==> config.mk <==
export PLATFORM = sky130hd
export DESIGN_NAME = free_list_block_allocator
export DESIGN_NICKNAME = d
export VERILOG_FILES = /design/src/design/fla_pkg.sv /design/src/design/free_list_block_allocator.sv /design/src/design/fla_ram.sv /design/src/design/fla_ctrl.sv /design/src/design/fla_dp.sv
export SDC_FILE = /design/constraint.sdc
export NUM_CORES = 2
export LEC_CHECK = 0
export BUFFER_PORTS_ARGS = -buffer_cell sky130_fd_sc_hd__clkbuf_2
export CORE_ASPECT_RATIO = 1.5
export CORE_UTILIZATION = 40
export CTS_BUF_LIST = sky130_fd_sc_hd__clkbuf_16
export CTS_CLUSTER_DIAMETER = 80
export DETAILED_ROUTE_END_ITERATION = 10
export SYNTH_ARGS = -nofsm -noshare
export SYNTH_HDL_FRONTEND = slang
export SYNTH_SLANG_ARGS = --single-unit
export TNS_END_PERCENT = 10
==> constraint.sdc <==
create_clock -name clk -period 13.1 [get_ports clk]
set_input_delay 2.62 -clock clk [delete_from_list [all_inputs] [get_ports clk]]
set_output_delay 2.62 -clock clk [all_outputs]
set_load 0.1 [all_outputs]
==> src/design/fla_pkg.sv <==
// Shared types, constants and helpers for the free-list block allocator.
package fla_pkg;

	localparam int MAX_BLOCKS = 256;
	localparam int IDX_W      = $clog2(MAX_BLOCKS);
	localparam int CNT_W      = $clog2(MAX_BLOCKS + 1);
	localparam int CFG_W      = 9;
	localparam int CMD_W      = 2;
	localparam int STAT_W     = 2;
	localparam int APB_DW     = 32;
	localparam int APB_AW     = 3;

	// Register index of block_count on the configuration port.
	localparam logic REG_BLOCK_COUNT = 1'b0;

	typedef enum logic [CMD_W-1:0] {
		CMD_ALLOC   = 2'd0,
		CMD_FREE    = 2'd1,
		CMD_REBUILD = 2'd2
	} cmd_t;

	typedef enum logic [STAT_W-1:0] {
		STAT_OK    = 2'd0,
		STAT_EMPTY = 2'd1,
		STAT_RANGE = 2'd2
	} stat_t;

	typedef enum logic [1:0] {
		S_IDLE,
		S_EXEC,
		S_SWEEP
	} fsm_t;

	// Controller to datapath.
	typedef struct packed {
		logic idle;
		logic capture;
		logic exec;
		logic sweep_step;
		logic sweep_commit;
	} ctrl_cmd_t;

	// Datapath to controller.
	typedef struct packed {
		logic needs_sweep;
		logic at_idx;
		logic out_room;
	} dp_stat_t;

	// Clamp the programmed block count into 1 .. MAX_BLOCKS.
	function automatic logic [CNT_W-1:0] active_count(input logic [CFG_W-1:0] v);
		logic [CNT_W-1:0] n;
		begin
			if (v == '0) begin
				n = CNT_W'(1);
			end else if (32'(v) > MAX_BLOCKS) begin
				n = CNT_W'(MAX_BLOCKS);
			end else begin
				n = CNT_W'(v);
			end
			return n;
		end
	endfunction

endpackage

==> src/design/free_list_block_allocator.sv <==
// Top level of the free-list block allocator: configuration port, controller, datapath.
//
// Hands out block indices from a pool of block_count equal-size blocks kept on a
// last-in first-out free list. Each input transaction carries a command (allocate,
// free a block, rebuild the list) and a block index; each one yields exactly one
// result transaction with a status, the granted index and the free count.
// Both channels use valid/stall; a transaction moves at an edge with valid high
// and stall low. in_stall is high while a command is in flight, so one command
// is worked on at a time.
// Sequence: the accepting edge reads the link RAM (one read port, registered); the
// next edge that finds room in the result register updates the list and loads the
// result, and in_stall drops with it. A free of a block the list has not yet reached
// since the last rebuild first sweeps the links from the frontier up to that block,
// one RAM write a cycle.
// The result register parts the channels: a new command is accepted while a
// result still waits; a stalled receiver holds the next update until the slot
// frees.
// Reset (arst_n low) sets block_count to 256 and leaves a full pool of blocks
// 0..255 chained in ascending order; no RAM clearing is needed, links at or above
// the frontier are implied. block_count is written over APB at address 0 and
// takes effect on the next rebuild.
module free_list_block_allocator (
	input  logic                              clk,
	input  logic                              arst_n,
	input  logic                              psel,
	input  logic                              penable,
	input  logic                              pwrite,
	input  logic [fla_pkg::APB_AW-1:0]        paddr,
	input  logic [fla_pkg::APB_DW-1:0]        pwdata,
	output logic [fla_pkg::APB_DW-1:0]        prdata,
	output logic                              pready,
	input  logic                              in_valid,
	output logic                              in_stall,
	input  logic [fla_pkg::CMD_W-1:0]         command,
	input  logic [fla_pkg::IDX_W-1:0]         block_index,
	output logic                              out_valid,
	input  logic                              out_stall,
	output logic [fla_pkg::STAT_W-1:0]        status,
	output logic [fla_pkg::IDX_W-1:0]         granted_index,
	output logic [fla_pkg::CNT_W-1:0]         free_count
);

	fla_pkg::ctrl_cmd_t          ctl;
	fla_pkg::dp_stat_t           stat;
	logic                        reg_sel;
	logic                        cfg_we;
	logic [fla_pkg::CFG_W-1:0]   cfg_rdata;

	// Decode the word index; only block_count exists.
	assign reg_sel = (paddr[2] == fla_pkg::REG_BLOCK_COUNT);
	assign pready  = 1'b1;
	assign cfg_we  = psel && penable && pwrite && pready && reg_sel;
	assign prdata  = reg_sel ? fla_pkg::APB_DW'(cfg_rdata) : '0;

	// Hold the input side while a command is in flight.
	assign in_stall = !ctl.idle;

	fla_ctrl u_ctrl (
		.clk      (clk),
		.arst_n   (arst_n),
		.in_valid (in_valid),
		.stat     (stat),
		.ctl      (ctl)
	);

	fla_dp u_dp (
		.clk           (clk),
		.arst_n        (arst_n),
		.command       (command),
		.block_index   (block_index),
		.cfg_we        (cfg_we),
		.cfg_wdata     (pwdata[fla_pkg::CFG_W-1:0]),
		.cfg_rdata     (cfg_rdata),
		.ctl           (ctl),
		.stat          (stat),
		.out_stall     (out_stall),
		.out_valid     (out_valid),
		.status        (status),
		.granted_index (granted_index),
		.free_count    (free_count)
	);

	// An accepted transaction closes the input until its result is produced.
	a_busy_after_accept: assert property (@(posedge clk) disable iff (!arst_n)
		in_valid && !in_stall |=> in_stall)
		else $error("input accepted again directly after a transaction");

	// A failed request grants nothing.
	a_no_grant_on_error: assert property (@(posedge clk) disable iff (!arst_n)
		out_valid && status != fla_pkg::STAT_OK |-> granted_index == '0)
		else $error("nonzero grant with an error status");

	// The free count never exceeds the pool size.
	a_count_bound: assert property (@(posedge clk) disable iff (!arst_n)
		out_valid |-> 32'(free_count) <= fla_pkg::MAX_BLOCKS)
		else $error("free count above pool size");

	// Sweeping never runs while the controller is idle.
	a_sweep_not_idle: assert property (@(posedge clk) disable iff (!arst_n)
		ctl.sweep_step |-> !ctl.idle && in_stall)
		else $error("link sweep while idle");

endmodule

==> src/design/fla_ram.sv <==
// Generic single-write, single-read RAM with registered read data.
module fla_ram #(
	parameter int WIDTH = 8,
	parameter int DEPTH = 256
) (
	input  logic                     clk,
	input  logic                     we,
	input  logic [$clog2(DEPTH)-1:0] waddr,
	input  logic [WIDTH-1:0]         wdata,
	input  logic                     re,
	input  logic [$clog2(DEPTH)-1:0] raddr,
	output logic [WIDTH-1:0]         rdata
);

	logic [WIDTH-1:0] mem_q [DEPTH];
	logic [WIDTH-1:0] rdata_q;

	always_ff @(posedge clk) begin
		if (we) begin
			mem_q[waddr] <= wdata;
		end
		if (re) begin
			rdata_q <= mem_q[raddr];
		end
	end

	assign rdata = rdata_q;

endmodule

==> src/design/fla_ctrl.sv <==
// Controller state machine of the free-list block allocator.
module fla_ctrl (
	input  logic                 clk,
	input  logic                 arst_n,
	input  logic                 in_valid,
	input  fla_pkg::dp_stat_t    stat,
	output fla_pkg::ctrl_cmd_t   ctl
);

	fla_pkg::fsm_t state_q, state_d;

	always_ff @(posedge clk or negedge arst_n) begin
		if (!arst_n) begin
			state_q <= fla_pkg::S_IDLE;
		end else begin
			state_q <= state_d;
		end
	end

	always_comb begin
		state_d = state_q;
		unique case (state_q)
			fla_pkg::S_IDLE: begin
				if (in_valid) begin
					state_d = fla_pkg::S_EXEC;
				end
			end
			fla_pkg::S_EXEC: begin
				if (stat.needs_sweep) begin
					state_d = fla_pkg::S_SWEEP;
				end else if (stat.out_room) begin
					state_d = fla_pkg::S_IDLE;
				end
			end
			fla_pkg::S_SWEEP: begin
				if (stat.at_idx && stat.out_room) begin
					state_d = fla_pkg::S_IDLE;
				end
			end
			default: state_d = fla_pkg::S_IDLE;
		endcase
	end

	always_comb begin
		ctl = '0;
		unique case (state_q)
			fla_pkg::S_IDLE: begin
				ctl.idle    = 1'b1;
				ctl.capture = in_valid;
			end
			fla_pkg::S_EXEC: begin
				ctl.exec = !stat.needs_sweep && stat.out_room;
			end
			fla_pkg::S_SWEEP: begin
				ctl.sweep_step   = !stat.at_idx;
				ctl.sweep_commit = stat.at_idx && stat.out_room;
			end
			default: ctl = '0;
		endcase
	end

endmodule

==> src/design/fla_dp.sv <==
// Datapath of the free-list block allocator: list state, link RAM, result register.
module fla_dp (
	input  logic                         clk,
	input  logic                         arst_n,
	input  logic [fla_pkg::CMD_W-1:0]    command,
	input  logic [fla_pkg::IDX_W-1:0]    block_index,
	input  logic                         cfg_we,
	input  logic [fla_pkg::CFG_W-1:0]    cfg_wdata,
	output logic [fla_pkg::CFG_W-1:0]    cfg_rdata,
	input  fla_pkg::ctrl_cmd_t           ctl,
	output fla_pkg::dp_stat_t            stat,
	input  logic                         out_stall,
	output logic                         out_valid,
	output logic [fla_pkg::STAT_W-1:0]   status,
	output logic [fla_pkg::IDX_W-1:0]    granted_index,
	output logic [fla_pkg::CNT_W-1:0]    free_count
);

	localparam int IW = fla_pkg::IDX_W;
	localparam int CW = fla_pkg::CNT_W;

	logic [fla_pkg::CFG_W-1:0]  bcount_q;
	logic [fla_pkg::CMD_W-1:0]  cmd_q;
	logic [IW-1:0]              idx_q;
	logic [IW-1:0]              head_q;
	logic                       empty_q;
	logic [CW-1:0]              free_q;
	logic [CW-1:0]              mark_q;
	// Entries at or above the frontier still hold their rebuild link implicitly.
	logic [CW-1:0]              front_q;

	logic                       out_valid_q;
	logic [fla_pkg::STAT_W-1:0] status_q;
	logic [IW-1:0]              granted_q;
	logic [CW-1:0]              free_count_q;

	logic [IW-1:0] rd_link;
	logic [IW-1:0] link_imp;
	logic [IW-1:0] link;
	logic [CW-1:0] idx_ext;
	logic [CW-1:0] head_ext;
	logic          in_range;
	logic          do_op;
	logic          commit;
	logic          ram_we;
	logic [IW-1:0] ram_waddr;
	logic [IW-1:0] ram_wdata;

	logic [fla_pkg::STAT_W-1:0] res_status;
	logic [IW-1:0]              res_granted;
	logic [IW-1:0]              head_d;
	logic                       empty_d;
	logic [CW-1:0]              free_d;
	logic [CW-1:0]              mark_d;
	logic [CW-1:0]              front_d;
	logic [CW-1:0]              n_active;

	assign idx_ext  = {1'b0, idx_q};
	assign head_ext = {1'b0, head_q};
	assign in_range = idx_ext < mark_q;
	assign n_active = fla_pkg::active_count(bcount_q);

	// Rebuild link: next block up, or block zero at the end of the chain.
	assign link_imp = ((head_ext + CW'(1)) == mark_q) ? '0 : IW'(head_ext + CW'(1));
	assign link     = (head_ext >= front_q) ? link_imp : rd_link;

	assign stat.needs_sweep = (cmd_q == fla_pkg::CMD_FREE) && in_range && (idx_ext >= front_q);
	assign stat.at_idx      = (front_q == idx_ext);
	assign stat.out_room    = !out_valid_q || !out_stall;

	assign do_op  = ctl.exec || ctl.sweep_commit;
	assign commit = ctl.sweep_commit || (ctl.exec && (cmd_q == fla_pkg::CMD_FREE) && in_range);

	// Sweep materializes implicit links below the freed block before it is overwritten.
	assign ram_we    = ctl.sweep_step || commit;
	assign ram_waddr = ctl.sweep_step ? front_q[IW-1:0] : idx_q;
	assign ram_wdata = ctl.sweep_step ? IW'(front_q + CW'(1)) : head_q;

	fla_ram #(
		.WIDTH (IW),
		.DEPTH (fla_pkg::MAX_BLOCKS)
	) u_links (
		.clk   (clk),
		.we    (ram_we),
		.waddr (ram_waddr),
		.wdata (ram_wdata),
		.re    (ctl.capture),
		.raddr (head_q),
		.rdata (rd_link)
	);

	always_comb begin
		res_status  = fla_pkg::STAT_OK;
		res_granted = '0;
		head_d      = head_q;
		empty_d     = empty_q;
		free_d      = free_q;
		mark_d      = mark_q;
		front_d     = front_q;
		case (cmd_q)
			fla_pkg::CMD_ALLOC: begin
				if (empty_q || free_q == '0) begin
					res_status = fla_pkg::STAT_EMPTY;
				end else begin
					res_granted = head_q;
					head_d      = link;
					free_d      = free_q - CW'(1);
					empty_d     = (free_q == CW'(1));
				end
			end
			fla_pkg::CMD_FREE: begin
				if (!in_range) begin
					res_status = fla_pkg::STAT_RANGE;
				end else begin
					head_d  = idx_q;
					empty_d = 1'b0;
					if (free_q < mark_q) begin
						free_d = free_q + CW'(1);
					end
					if (idx_ext >= front_q) begin
						front_d = idx_ext + CW'(1);
					end
				end
			end
			fla_pkg::CMD_REBUILD: begin
				head_d  = '0;
				empty_d = 1'b0;
				free_d  = n_active;
				mark_d  = n_active;
				front_d = '0;
			end
			default: ;
		endcase
	end

	always_ff @(posedge clk or negedge arst_n) begin
		if (!arst_n) begin
			bcount_q    <= fla_pkg::CFG_W'(fla_pkg::MAX_BLOCKS);
			head_q      <= '0;
			empty_q     <= 1'b0;
			free_q      <= CW'(fla_pkg::MAX_BLOCKS);
			mark_q      <= CW'(fla_pkg::MAX_BLOCKS);
			front_q     <= '0;
			out_valid_q <= 1'b0;
		end else begin
			if (cfg_we) begin
				bcount_q <= cfg_wdata;
			end
			if (ctl.sweep_step) begin
				front_q <= front_q + CW'(1);
			end
			if (do_op) begin
				head_q  <= head_d;
				empty_q <= empty_d;
				free_q  <= free_d;
				mark_q  <= mark_d;
				front_q <= front_d;
			end
			if (do_op) begin
				out_valid_q <= 1'b1;
			end else if (!out_stall) begin
				out_valid_q <= 1'b0;
			end
		end
	end

	always_ff @(posedge clk) begin
		if (ctl.capture) begin
			cmd_q <= command;
			idx_q <= block_index;
		end
		if (do_op) begin
			status_q     <= res_status;
			granted_q    <= res_granted;
			free_count_q <= free_d;
		end
	end

	assign cfg_rdata     = bcount_q;
	assign out_valid     = out_valid_q;
	assign status        = status_q;
	assign granted_index = granted_q;
	assign free_count    = free_count_q;

endmodule

Word-level counts from Yosys, hierarchy flattened
Memories as Yosys holds them, arrays and structs flattened. A register that Yosys moved wholly into a read port is not among the register bits.
Cells that the tools add are included.
{ "op_classes": {"add_sub_neg": 5, "magnitude_cmp": 5, "n_eq_ne": 16, "muxes": 37, "n_bitwise": 2, "n_reduce_logical": 30} }
{ "op_table": {"columns": ["operator", "n"], "rows": [
  ["two-way mux 9 bit", 10],
  ["two-way mux 8 bit", 6],
  ["case mux 9 bit (3 select lines)", 1],
  ["case mux 8 bit (3 select lines)", 1],
  ["adder 8 x 1 -> 9 bit (second input constant)", 2],
  ["adder 9 x 1 -> 9 bit (second input constant)", 2],
  ["greater-or-equal comparator 8 x 9 -> 1 bit", 2],
  ["logical NOT 9 bit", 2],
  ["case mux 9 bit (2 select lines)", 1],
  ["two-way mux 2 bit", 7],
  ["== test 9 x 1 -> 1 bit (second input constant)", 1],
  ["== test 9 x 8 -> 1 bit", 1],
  ["== test 9 bit", 1],
  ["> comparator 9 bit (second input constant)", 1],
  ["logical AND 1 bit", 9],
  ["< comparator 8 x 9 -> 1 bit", 1],
  ["< comparator 9 bit", 1],
  ["subtractor 9 x 1 -> 9 bit (second input constant)", 1],
  ["two-way mux 1 bit", 8],
  ["AND reduction 4 bit", 2],
  ["!= test 2 x 1 -> 1 bit (second input constant)", 3],
  ["!= test 3 bit (second input constant)", 2],
  ["case mux 2 bit (3 select lines)", 1],
  ["logical NOT 1 bit", 5],
  ["15 further kinds", 24]
]} }
{ "word_totals": {"ff_bits": 77, "ram_bits": 2048, "memories": 1} }
{ "memory_table": {"columns": ["name", "depth", "word_bits", "rd", "rd_clocked_by_memory_dff", "wr", "line_no", "text"], "rows": [
  ["u_dp.u_links.mem_q", 256, 8, 1, 1, 1, "fla_ram.sv:15", "logic [WIDTH-1:0] mem_q [DEPTH];"]
]} }

Logic depth before layout (Yosys ltp)
{ "logic_depth": {"depth_word": 12, "mapped_depth": 13, "ltp_nobuf": 10} }

Cells and area by module
Synthesis repeated with hierarchy kept, for this count alone.
{ "unflattened": {"cells_unflattened": 4395, "area_unflattened_um2": 85588.3} }
{ "by_module_without_submodules": {"columns": ["module", "n_inst", "cells_each", "area_each_um2", "seq_area_each_um2"], "rows": [
  ["fla_ram", 1, 3733, 79636.4, 61739.2],
  ["fla_dp", 1, 611, 5529.1, 2025.7],
  ["free_list_block_allocator", 1, 37, 280.3, 0.0],
  ["fla_ctrl", 1, 14, 142.6, 50.0]
]} }

Worst setup path after synthesis
No wires, ideal clock.
{ "synth_timing": {"kind": "reg-to-reg", "start": "reg u_dp.front_q[6]", "end": "mem u_dp.u_links.mem_q[0][2], data pin", "arrival_time_ns": 11.738, "t_required_ns": 10.911, "setup_slack_ns": -0.826, "path_stages_with_launch": 9, "path_buffers": 3, "period_less_slack_ns": 13.926, "cell_sequence": "dfrtp_1 > clkbuf_1 > inv_1 > ha_1 > nand3_1 > o31a_1 > clkbuf_1 > clkbuf_1 > o21ai_0"} }
{ "synth_via": {"elab_chain_cells": 4} }
{ "synth_lines": {"columns": ["item", "line_no", "text"], "rows": [
  ["from (decl)", "fla_dp.sv:30", "logic [CW-1:0] front_q;"],
  ["from (signal assigned)", "fla_dp.sv:150", "front_q <= front_q + CW'(1);"],
  ["from (signal assigned)", "fla_dp.sv:157", "front_q <= front_d;"],
  ["== test 9 x 8 -> 1 bit", "fla_dp.sv:68", "assign stat.at_idx = (front_q == idx_ext);"],
  ["logical NOT 1 bit", "fla_ctrl.sv:55", "ctl.sweep_step = !stat.at_idx;"],
  ["two-way mux 2 bit", "fla_ctrl.sv:46", "unique case (state_q)"],
  ["two-way mux 8 bit", "fla_dp.sv:77", "assign ram_wdata = ctl.sweep_step ? IW'(front_q + CW'(1)) : head_q;"],
  ["named net u_dp.ram_wdata[2]", "fla_dp.sv:47", "logic [IW-1:0] ram_wdata;"],
  ["to (decl)", "fla_ram.sv:15", null]
]} }
The timed path passes the listed nets, and every way through them passes these cells.

Worst setup path after layout
{ "layout_timing": {"start": "in paddr[2] (netlist name)", "end": "out prdata[1] (netlist name)"} }
{ "layout_via": {"elab_chain_cells": 1} }
{ "layout_lines": {"columns": ["item", "line_no", "text"], "rows": [
  ["from (decl)", "free_list_block_allocator.sv:28", "input logic [fla_pkg::APB_AW-1:0] paddr,"],
  ["two-way mux 9 bit", "free_list_block_allocator.sv:53", "assign prdata = reg_sel ? fla_pkg::APB_DW'(cfg_rdata) : '0;"],
  ["to (decl)", "free_list_block_allocator.sv:30", "output logic [fla_pkg::APB_DW-1:0] prdata,"]
]} }
No other way between the ends.

==> results.sh <==
export IMPL_min_path_cells=1
export IMPL_ys_types=85
export IMPL_synth_edf_count=2085
export IMPL_grt_antenna_before_repair=7
export IMPL_cts_tree="yes"
export IMPL_drv_cap=0
export IMPL_numCtsBuffers=192
export IMPL_wl_per_cell_microns=31.0
export IMPL_hpwl_mm=143
export IMPL_max_slew_margin_pct=8.82
export IMPL_postCtsHoldBufs=0
export IMPL_cellPowerDensity_nw_per_um2=230
export IMPL_synthFlopType="edfxtp_1"
export IMPL_critPathLaunchType="input port"
export IMPL_status="finished clean"
export IMPL_dieWidth_microns=381
export IMPL_fin_ws_ps=7100
export IMPL_cts_max_level=4
export IMPL_design_core_area_sq_um=214000
export IMPL_first_iter_violations=4905
export IMPL_place_port_buffers=56
export IMPL_clockBufferDepth=4
export IMPL_clk_pin_slew_ps=70
export IMPL_hold_viol=0
export IMPL_fp_dieArea_sq_um=217000
export IMPL_root_buffer="clkbuf_16"
export IMPL_ios=106
export IMPL_ys_seq_elements=2133
export IMPL_r2r_end="u_dp.u_links.rdata[6]"
export IMPL_syn_mean_instance_area_sq_um=19.2
export IMPL_synth_yosys_seq_area_share_pct=74.0
export IMPL_crit_fanout=10
export IMPL_drt_total_wl_mm=234
export IMPL_grt_pass1_vias=44724
export IMPL_max_freq_mhz=167
export IMPL_grt_setup_unrepaired="no"
export IMPL_ctsResizeCount=0
export IMPL_syn_to_final_growth_pct=10.8
export IMPL_yosys_warnings=0
export IMPL_rrSetupSlack_ps=7420
export IMPL_ys_async_sr_fraction_pct=2.25
export IMPL_period_minus_slack_ps=6000
export IMPL_slew_viol_final=0
export IMPL_firstDrtPassIters=5
export IMPL_netlist_instances=4492
export IMPL_track_usage_pct=21.3
export IMPL_drc=0
export IMPL_finalCritPeriodShare_pct=45.8
export IMPL_drive_gt1_share_pct=20.4
export IMPL_syn_area_sq_um=86200
export IMPL_viasPerCell=5.83
export IMPL_tightest_slew_ps=1370
export IMPL_finalNetCount=4672
export IMPL_setup_tns_ps=0
export IMPL_timing_hold_ws_ps=468
export IMPL_cts_setup_buffers=0
export IMPL_layout_common_cells="2085 x edfxtp_1, 437 x mux4_2, 336 x nor2_1"
export IMPL_crit_required_ps=10480
export IMPL_die_h_microns=571
export IMPL_r2r_start="u_dp.head_q[0]"
export IMPL_cp_arrival_ps=3380
export IMPL_grt_overflow_total=0
export IMPL_start_util_pct=40.3
export IMPL_skew_ps=64.7
export IMPL_clock_latency_ps=850
export IMPL_globalplace_congestion=0.880
export IMPL_num_rows=208
export IMPL_timing_hold_worst_start="u_ctrl.state_q[1]"
export IMPL_grt_pass1_wl_mm=333
export IMPL_p_leak_nw=30.6
export IMPL_setup_viol=0
export IMPL_n_fill_cell=18227
export IMPL_r2r_cells=8
export IMPL_hold_class="reg2reg"
export IMPL_vias=44091
export IMPL_peakVddDrop_mv=0.266
export IMPL_worstHoldEndpoint="u_ctrl.state_q[0]"
export IMPL_endpoint_kind="output port"
export IMPL_final_antenna_net_count=0
export IMPL_cts_sinks=2133
export IMPL_layout_commonest_cell="edfxtp_1"
export IMPL_place_ws_ps=7080
export IMPL_fin_total_pwr_w=0.0220
export IMPL_path_class="in2out"
export IMPL_grt_start_max_net_pins=213
==> power by group <==
part | total (W) | internal [W] | switching, W
registers | 0.00905 | 0.00884 | 0.000217
logic | 0.00735 | 0.00229 | 0.00506
clock network | 0.00555 | 0.00308 | 0.00247
==> stage by stage <==
| stage | cells | cell area [sq um] | util [%] |
|---|---|---|---|
| after floorplan | 4514 | 86300 | - |
| after global placement | 7219 | 89400 | 41.8 |
| after detailed placement | 7219 | 89400 | 41.8 |
| after CTS | 7556 | 95500 | 44.6 |
| after global routing | 7558 | 95500 | 44.6 |
| final | 7559 | 95500 | 44.6 |
==> how the worst max path moves through the flow <==
| stage | start | endpoint | slack [ps] | cells after the start |
|---|---|---|---|---|
| global placement | paddr[2] | prdata[2] | 7110 | 3 |
| CTS | paddr[2] | prdata[1] | 7090 | 3 |
| floorplan | u_dp.front_q[6] | u_dp.u_links.mem_q[0][2] | -830 | 8 |
| finish | paddr[2] | prdata[1] | 7100 | 3 |
| global route | paddr[2] | prdata[2] | 7050 | 3 |
| detailed placement | paddr[2] | prdata[4] | 7080 | 3 |
==> kinds of logic (layout without fill, tap and decap cells) <==
logic type	count (synthesis)	count (layout)	synth area share [%]
AOI/OAI and AO/OA	520	520	4.29
xor gates and xnor gates	24	24	0.276
adders and majority gates	41	41	0.595
buffers and inverters	337	545	2.34
DFF	2133	2133	74.0
muxes	725	725	14.8
other	2	26	0.00871
and+or+nand+nor	710	710	3.68
==> routing by layer <==
metal	wire, microns	part of all wire [%]	global-route usage [%]
met5	41	0.018	0
met4	14300	6.1	11.7
met3	15400	6.6	3.44
met2	120000	51	37.1
met1	84400	36	25.2
==> synth_stat cells, drive strengths merged, types with 9 or more instances <==
| cell type | number | share of area [%] |
|---|---|---|
| a2111oi | 11 | 0.11 |
| a211oi | 43 | 0.37 |
| a21oi | 89 | 0.52 |
| a221o | 20 | 0.23 |
| a221oi | 56 | 0.58 |
| a22o | 9 | 0.091 |
| a22oi | 31 | 0.27 |
| a31oi | 28 | 0.20 |
| and3 | 22 | 0.16 |
| buf | 176 | 1.6 |
| clkbuf | 114 | 0.50 |
| dfrtp | 45 | 1.3 |
| edfxtp | 2085 | 73 |
| ha | 41 | 0.59 |
| inv | 45 | 0.20 |
| mux2 | 33 | 0.43 |
| mux2i | 255 | 3.0 |
| mux4 | 437 | 11 |
| nand2 | 154 | 0.68 |
| nand2b | 22 | 0.16 |
| nand3 | 50 | 0.29 |
| nand4 | 9 | 0.065 |
| nor2 | 340 | 1.5 |
| nor2b | 27 | 0.20 |
| nor3 | 32 | 0.19 |
| nor4 | 12 | 0.11 |
| o211ai | 16 | 0.14 |
| o21ai | 78 | 0.45 |
| o221ai | 15 | 0.15 |
| o22ai | 24 | 0.17 |
| o31ai | 24 | 0.21 |
| xnor2 | 12 | 0.12 |
| xor2 | 10 | 0.10 |
==> sequential cells by signal, indices dropped and copies added (netlist names), 8 cells and up <==
name / cells
u_dp.u_links.rdata: 8
u_dp.head_q: 8
u_dp.granted_index: 8
u_dp.u_links.mem_q: 2048
u_dp.free_q: 9
u_dp.cfg_rdata: 9
u_dp.free_count: 9
u_dp.front_q: 9
u_dp.mark_q: 9
u_dp.idx_q: 8
==> critical path, cell delays in order <==
cell      delay [ps]
clkbuf_2         150
nor2b_1          140
clkbuf_2         470
==> final cells by class <==
type / instances / area, sq um / share of cell area (%)
antenna: 2 / 5.00 / 0.00524
timing repair buffer: 161 / 1190 / 1.25
clock buffer: 196 / 4900 / 5.14
clock inverter: 141 / 1140 / 1.20
tap: 2835 / 3550 / 3.71
sequential: 2133 / 63800 / 66.8
inverter: 47 / 184 / 0.193
multi-input combinational: 2044 / 20700 / 21.7
No activity file was read; power rests on OpenSTA's default activity.
